==> src/rtl/ssgt_pkg.sv <==
// Package for the source sequence gap table: sizes, request and chain link types, FSM states.
`default_nettype none
package ssgt_pkg;

  localparam int unsigned PeerCount = 8;
  localparam int unsigned IdxW      = (PeerCount > 1) ? $clog2(PeerCount) : 1;
  localparam int unsigned MacW      = 48;
  localparam int unsigned SeqW      = 32;
  localparam int unsigned PeerIdxW  = 3;

  typedef struct packed {
    logic [MacW-1:0] mac;
    logic [SeqW-1:0] seq;
    logic            track;
  } req_t;

  // Passed from cell to cell; cell 0 sees all zero.
  typedef struct packed {
    logic            hit_seen;   // some cell so far matched the address
    logic            free_seen;  // some cell so far is free
    logic            sel;        // some cell so far serves the transaction
    logic [IdxW-1:0] idx;        // index of the serving cell
    logic            gap;        // gap flag of the serving cell
  } link_t;

  // Per-cycle commands from the sequencer to every cell.
  typedef struct packed {
    logic match_en;
    logic upd_en;
  } cell_ctrl_t;

  typedef enum logic [1:0] {
    ST_IDLE,
    ST_MATCH,
    ST_UPDATE
  } state_e;

endpackage
`default_nettype wire

==> src/rtl/ssgt_cell.sv <==
// One table entry: address compare, claim and sequence check, chained to its neighbours.
`default_nettype none
module ssgt_cell (
  input  wire logic               clk_i,
  input  wire logic               rst_ni,
  input  wire ssgt_pkg::cell_ctrl_t ctrl_i,
  input  wire ssgt_pkg::req_t     req_i,
  input  wire logic [ssgt_pkg::IdxW-1:0] cell_id_i,
  input  wire logic               any_hit_i,
  input  wire ssgt_pkg::link_t    link_i,
  output ssgt_pkg::link_t         link_o
);
  import ssgt_pkg::*;

  logic            valid_q, valid_d;
  logic            has_q, has_d;
  logic [SeqW-1:0] last_q, last_d;
  logic [MacW-1:0] addr_q;
  logic            match_q, match_d;

  logic            claim_here;
  logic            sel_here;
  logic            has_eff;
  logic [SeqW-1:0] last_eff;
  logic [SeqW-1:0] last_inc;
  logic            gap_here;

  assign match_d    = ctrl_i.match_en ? (valid_q && (addr_q == req_i.mac)) : match_q;
  assign claim_here = !any_hit_i && !valid_q && !link_i.free_seen;
  assign sel_here   = match_q || claim_here;

  // A freshly claimed entry holds no sequence.
  assign has_eff  = match_q && has_q;
  assign last_eff = match_q ? last_q : '0;
  assign last_inc = last_eff + SeqW'(1);
  assign gap_here = req_i.track && has_eff && (req_i.seq != last_inc);

  always_comb begin
    valid_d = valid_q;
    has_d   = has_q;
    last_d  = last_q;
    if (ctrl_i.upd_en && sel_here) begin
      valid_d = 1'b1;
      has_d   = has_eff;
      last_d  = last_eff;
      if (req_i.track) begin
        has_d  = 1'b1;
        last_d = req_i.seq;
      end
    end
  end

  always_comb begin
    link_o.hit_seen  = link_i.hit_seen || match_q;
    link_o.free_seen = link_i.free_seen || !valid_q;
    link_o.sel       = link_i.sel || sel_here;
    link_o.idx       = sel_here ? cell_id_i : link_i.idx;
    link_o.gap       = sel_here ? gap_here : link_i.gap;
  end

  always_ff @(posedge clk_i or negedge rst_ni) begin
    if (!rst_ni) begin
      valid_q <= 1'b0;
      has_q   <= 1'b0;
      last_q  <= '0;
      match_q <= 1'b0;
    end else begin
      valid_q <= valid_d;
      has_q   <= has_d;
      last_q  <= last_d;
      match_q <= match_d;
    end
  end

  always_ff @(posedge clk_i) begin
    if (ctrl_i.upd_en && claim_here) begin
      addr_q <= req_i.mac;
    end
  end

endmodule
`default_nettype wire

==> src/rtl/source_sequence_gap_table.sv <==
// Top level of the source sequence gap table: sequencer, request register, cells, output register.
//
//  channel | signals                                            | direction
//  --------+----------------------------------------------------+----------
//  in      | in_valid_i, in_ready_o, source_mac_i,              | to block
//          | sequence_number_i, track_sequence_i                |
//  out     | out_valid_o, out_ready_i, table_full_o,            | from block
//          | peer_index_o, seq_break_o                          |
//
// Each transaction passes from acceptance to a free input through these states:
// IDLE captures it, MATCH has every cell compare the address, and UPDATE lets
// the hit and free-entry chains ripple along the cells and writes the chosen
// entry.
// Reset empties the table at once; no clearing pass is needed.
// A transaction taken while a result waits at the output holds in UPDATE.
`default_nettype none
module source_sequence_gap_table (
  input  wire logic                           clk_i,
  input  wire logic                           rst_ni,
  input  wire logic                           in_valid_i,
  output logic                                in_ready_o,
  input  wire logic [ssgt_pkg::MacW-1:0]      source_mac_i,
  input  wire logic [ssgt_pkg::SeqW-1:0]      sequence_number_i,
  input  wire logic                           track_sequence_i,
  output logic                                out_valid_o,
  input  wire logic                           out_ready_i,
  output logic                                table_full_o,
  output logic [ssgt_pkg::PeerIdxW-1:0]       peer_index_o,
  output logic                                seq_break_o
);
  import ssgt_pkg::*;

  state_e     state_q, state_d;
  req_t       req_q;
  cell_ctrl_t ctrl;
  logic       in_fire;
  logic       slot_free;

  // Chain of links; link[0] enters cell 0, link[PeerCount] leaves the last cell.
  link_t link [PeerCount+1];
  logic  any_hit;

  logic                     out_valid_q, out_valid_d;
  logic                     full_q;
  logic [PeerIdxW-1:0]      idx_q;
  logic                     gap_q;
  logic [IdxW+PeerIdxW-1:0] idx_ext;

  assign in_fire   = in_valid_i && in_ready_o;
  assign slot_free = !out_valid_q || out_ready_i;

  // Next state
  always_comb begin
    state_d = state_q;
    unique case (state_q)
      ST_IDLE:   if (in_valid_i) state_d = ST_MATCH;
      ST_MATCH:  state_d = ST_UPDATE;
      ST_UPDATE: if (slot_free) state_d = ST_IDLE;
      default:   state_d = ST_IDLE;
    endcase
  end

  // Sequencer outputs
  always_comb begin
    in_ready_o    = 1'b0;
    ctrl.match_en = 1'b0;
    ctrl.upd_en   = 1'b0;
    unique case (state_q)
      ST_IDLE:   in_ready_o    = 1'b1;
      ST_MATCH:  ctrl.match_en = 1'b1;
      ST_UPDATE: ctrl.upd_en   = slot_free;
      default:   in_ready_o    = 1'b0;
    endcase
  end

  always_ff @(posedge clk_i or negedge rst_ni) begin
    if (!rst_ni) begin
      state_q <= ST_IDLE;
    end else begin
      state_q <= state_d;
    end
  end

  always_ff @(posedge clk_i) begin
    if (in_fire) begin
      req_q.mac   <= source_mac_i;
      req_q.seq   <= sequence_number_i;
      req_q.track <= track_sequence_i;
    end
  end

  // Cell row
  assign link[0] = '0;
  // Hit field of the chain never depends on any_hit, so no loop forms.
  assign any_hit = link[PeerCount].hit_seen;

  for (genvar g = 0; g < PeerCount; g++) begin : g_cell
    ssgt_cell u_cell (
      .clk_i     (clk_i),
      .rst_ni    (rst_ni),
      .ctrl_i    (ctrl),
      .req_i     (req_q),
      .cell_id_i (IdxW'(g)),
      .any_hit_i (any_hit),
      .link_i    (link[g]),
      .link_o    (link[g+1])
    );
  end

  // Output register; index carries the low bits of the entry number
  assign idx_ext     = {{PeerIdxW{1'b0}}, link[PeerCount].idx};
  assign out_valid_d = ctrl.upd_en ? 1'b1 : (out_ready_i ? 1'b0 : out_valid_q);

  always_ff @(posedge clk_i or negedge rst_ni) begin
    if (!rst_ni) begin
      out_valid_q <= 1'b0;
    end else begin
      out_valid_q <= out_valid_d;
    end
  end

  always_ff @(posedge clk_i) begin
    if (ctrl.upd_en) begin
      full_q <= !link[PeerCount].sel;
      idx_q  <= link[PeerCount].sel ? idx_ext[PeerIdxW-1:0] : '0;
      gap_q  <= link[PeerCount].sel && link[PeerCount].gap;
    end
  end

  assign out_valid_o  = out_valid_q;
  assign table_full_o = full_q;
  assign peer_index_o = idx_q;
  assign seq_break_o  = gap_q;

endmodule
`default_nettype wire

==> config.mk <==
export PLATFORM = sky130hd
export DESIGN_NAME = source_sequence_gap_table
export DESIGN_NICKNAME = d
export VERILOG_FILES = /design/src/rtl/ssgt_pkg.sv /design/src/rtl/ssgt_cell.sv /design/src/rtl/source_sequence_gap_table.sv
export SDC_FILE = /design/constraint.sdc
export NUM_CORES = 2
export LEC_CHECK = 0
export BUFFER_PORTS_ARGS = -buffer_cell sky130_fd_sc_hd__buf_4
export CORE_ASPECT_RATIO = 1.5
export CORE_MARGIN = 2
export CORE_UTILIZATION = 54
export DETAILED_ROUTE_END_ITERATION = 7
export HOLD_SLACK_MARGIN = 0.12
export PLACE_DENSITY = 0.77
export RECOVER_POWER = 100
export SYNTH_ARGS = -nofsm -noshare
export SYNTH_HDL_FRONTEND = slang
export SYNTH_SLANG_ARGS = --single-unit
==> constraint.sdc <==
create_clock -name clk_i -period 10.6 [get_ports clk_i]
set_clock_uncertainty 0.05 [all_clocks]
set_input_delay 1.06 -clock clk_i [delete_from_list [all_inputs] [get_ports clk_i]]
set_output_delay 1.06 -clock clk_i [all_outputs]
set_load 0.02 [all_outputs]
==> key figures <==
Status
  – Status: complete, but fails checks
  – Violations in the final reports: max-capacitance violations, max-slew violations

Synthesis
  – Commonest cells in the synthesized netlist: sky130_fd_sc_hd__edfxtp_1 (470), sky130_fd_sc_hd__xnor2_1 (462), sky130_fd_sc_hd__dfrtp_1 (283), sky130_fd_sc_hd__nand2_1 (279), sky130_fd_sc_hd__a22o_1 (250)
  – Cell count after synthesis: ~3.7k
  – Post-Synth Simple-Gate Area: roughly 16%
  – Number of nets in the synthesized netlist: around 3.8k
  – Number of register bits inferred by synthesis: 753
  – Cell area after synthesis: between 40000 and 50000 µm²
  – Mux contribution to synthesized area: under 10%
  – Number of enable flip-flop cells after synthesis: 470
  – Area share of the leading cell type in the synthesized netlist: a little over a third
  – Dominant combinational cell family by area after synthesis: simple AND/OR/NAND/NOR gates
  – Count leader, synth: sky130_fd_sc_hd__edfxtp_1
  – Top cells by area in the synthesized netlist: sky130_fd_sc_hd__edfxtp_1 (35%), sky130_fd_sc_hd__dfrtp_1 (17%), sky130_fd_sc_hd__xnor2_1 (9.9%)
  – Xor and xnor fraction of the mapped netlist area: approximately 15%
  – Complex-gate fraction of the synthesized area: 12.6%
  – Adder and majority gate portion of the synthesized area: less than 1%
  – Cell taking the most area after synthesis: sky130_fd_sc_hd__edfxtp_1
  – Post-synthesis async set-or-reset flop share: around 38%
  – Number of distinct library cell variants in the gate-level netlist after synthesis: between 80 and 90
  – Mean Syn Cell Area: approximately 11 µm²
  – Total number of yosys warnings: 0
  – Main synth FF type: sky130_fd_sc_hd__edfxtp_1
  – Part of the Yosys area used for sequential elements: 52.1%

Clock network
  – Clock buffer count from CTS: between 70 and 80
  – Clock-pin slew of the registers on the worst-case setup and hold paths: 60 ps
  – Total setup buffers inserted after CTS: 0
  – Clock tree from TritonCTS: built
  – Cts repair resizes: 0
  – Maximum buffer depth of the clock tree: 3
  – Hold_buf cts: 0
  – CTS Root Buffer Type: sky130_fd_sc_hd__clkbuf_16
  – # clock sinks: roughly 750
  – Clk Latency, worst-skew pair: 660 ps
  – Max H-tree Level: 3

GRT
  – Met3 track demand over resource: around 4.8%
  – Final global-route overflow total: 0
  – Global-route usage over all layers: between 30 and 40%
  – First-pass GRT wire length: roughly 180000 µm
  – Grt met2 use: 51.0%
  – Most utilized layer in the global route result: met2
  – Largest net degree at the start of global routing: between 100 and 150
  – Met1 Track Usage GR: 36.1%
  – Initial antenna violation count: 1
  – Vias in the first global route: ~30k

Layout
  – Fraction of final layout cells with drive strength greater than 1: under 10%
  – Total Nets Final: approximately 3.8k
  – Antenna Diode Count: 0
  – Combined area of the multi-input logic cells: 18200 µm²
  – Storage cell area: approximately 21000 µm²
  – Filler cell count in the final layout: 6096
  – Growth of design area from synthesis to finish: 9.48%
  – Final design instance area without fill: 44500 µm²
  – Final Core Density: about 60%

Timing
  – Final count of negative-setup-slack endpoints: 0
  – Peak clock frequency supported by timing: 153 MHz
  – Final count of hold timing violations: 0
  – Transition time of the tightest slew-check pin: just under 6000 ps
  – Setup TNS Final: 0 ps
  – Slew Limit Fails: 725
  – Final critical path time including I/O delays and setup: 6550 ps
  – Worst-case headroom to the max-slew limit: -295%
  – Setup repair after global routing missed its margin: no
  – Post-route fraction of the period consumed by the critical path: between 60 and 70%
  – Setup ws final: between 4000 and 5000 ps

Placement
  – Final RePlAce weighted congestion: 0.971
  – PortBufs: 91
  – Area post-placement: around 42000 µm²
  – Setup Slack @ Placement: between 5000 and 6000 ps
  – DP HPWL: ~77000 µm

Detailed routing
  – DR vias/cell: ~6.4
  – Final routed wire length divided by cell count: 25.0 µm
  – Detailed Routing Iterations Pass 1: 6
  – Detailed router's first-iteration violation count: ~3.2k
  – Final routed wirelength across all metal layers: approximately 120000 µm
  – Vias: just over 30k
  – Number of nets with antenna violations after routing: 0
  – Remaining design rule violation count: 0

Setup path
  – Startpoint kind of the worst setup timing path: input pin
  – Critical path class: in -> async
  – CP required: 11170 ps
  – Biggest fanout along the worst timing path: 105
  – Worst EP arrival: 7120 ps
  – Kind of end point of the critical path: async pin

Pwr
  – Fraction of power spent switching nets: between 20 and 30%
  – Static leakage power: 15.2 nW
  – Worst vdd ir: roughly 160 µV
  – Combinational Power Share: about 17%
  – Proportion of power drawn by the clock network: a little over a third
  – Reported net switching power: approximately 2.2 mW
  – Internal power contribution: ~5.3 mW
  – Part of the power in registers: approximately 48%
  – P per Cell Area: around 170 nW/µm²
  – PnR Total Power: approximately 7.5 mW

Die
  – Die Span Y: 340 µm
  – Initial standard-cell utilization of the core: a little over half
  – Die Outline Area: between 70000 and 80000 µm²
  – Core Region: between 70000 and 80000 µm²
  – Cell row count: roughly 120
  – Die width: about 230 µm
  – Top-level port count: ~90

Run
  – Max-cap check violation count: 15

Worst hold path
  – HP Class: reg -> reg
## flip-flops by register name (all words and copies together), names as in the netlist
name,cells
table_full_o,1
out_valid_o,1
peer_index_o,3
req_q,81
g_cell.u_cell.last_q,256
g_cell.u_cell.has_q,8
seq_break_o,1
g_cell.u_cell.addr_q,384
g_cell.u_cell.match_q,8
state_q,2
g_cell.u_cell.valid_q,8
## placed cells by master (no fill, tap or decap), types with 75 or more instances in the layout
cell                        netlist  layout
sky130_fd_sc_hd__clkbuf_4         0      77
sky130_fd_sc_hd__xnor2_1        462     462
sky130_fd_sc_hd__nand3_1        147     147
sky130_fd_sc_hd__clkbuf_16        0      75
sky130_fd_sc_hd__clkbuf_1       243      90
sky130_fd_sc_hd__nand4_1        171     171
sky130_fd_sc_hd__xor2_1         236     236
sky130_fd_sc_hd__nor3_1          77      77
sky130_fd_sc_hd__a22o_1         250     250
sky130_fd_sc_hd__edfxtp_1       470     470
sky130_fd_sc_hd__dfrtp_1        283     282
sky130_fd_sc_hd__nor4_1          98      98
sky130_fd_sc_hd__o21ai_0        105     102
sky130_fd_sc_hd__nand2_1        279     279
sky130_fd_sc_hd__nor2_1         144     140
## critical path, cell delays in order
cell and delay, ps:
sky130_fd_sc_hd__clkbuf_1 3980, sky130_fd_sc_hd__buf_4 1070, sky130_fd_sc_hd__buf_4 850
## kinds of logic after synthesis
kind of cell | after synthesis
and+or+nand+nor | 1185
xor gates and xnor gates | 699
muxes | 45
DFF | 753
adders and majority gates | 8
buffers and inverters | 348
AOI/OAI and AO/OA | 682
## power by group through the flow
| stage | clock, mW | sequential, mW | combinational [mW] |
|---|---|---|---|
| after floorplan | 0 | 3.57 | 0.838 |
| after global placement | 0 | 3.65 | 1.25 |
| after detailed placement | 0 | 3.65 | 1.28 |
| after CTS | 2.68 | 3.60 | 1.29 |
| after global routing | 2.81 | 3.64 | 1.35 |
| final | 2.65 | 3.61 | 1.27 |
## routing by layer
| metal | wire (µm) | share of wire [%] | vias to the layer above |
|---|---|---|---|
| li1 | - | - | 13768 |
| met1 | 43600 | 37 | 15122 |
| met2 | 57300 | 48 | 1443 |
| met3 | 9040 | 7.6 | 407 |
| met4 | 9110 | 7.6 | 2 |
| met5 | 11 | 0.0092 | - |
## area by class of cell
| cell class | count | share of cell area (%) |
|---|---|---|
| repair buffers | 206 | 2.83 |
| flip-flops and latches | 753 | 47.6 |
| multi-input cells | 2619 | 40.8 |
| clock inverters | 38 | 0.902 |
| clock buffers | 96 | 4.55 |
| inverters | 57 | 0.480 |
| well taps | 1000 | 2.81 |
## stage by stage
stage	instances	hold slack, ps
after floorplan	3720	400
after global placement	4635	410
after detailed placement	4635	416
after CTS	4769	420
after global routing	4769	458
final	4769	434
## worst paths after layout
kind / start / end / slack, ps / cells past startpoint
worst max-delay path: rst_ni / g_cell[7].u_cell.last_q[4] / 4050 / 3
worst min-delay path: g_cell[6].u_cell.has_q / g_cell[6].u_cell.has_q / 430 / 1
worst max register to register: g_cell[1].u_cell.match_q / seq_break_o / 4150 / 14
worst min register to register: g_cell[6].u_cell.has_q / g_cell[6].u_cell.has_q / 430 / 1
max in group clk_i: g_cell[1].u_cell.match_q / seq_break_o / 4150 / 14
min in group asynchronous: rst_ni / g_cell[1].u_cell.last_q[18] / 2480 / 1
Note: power is estimated with default switching activity, not from simulation.
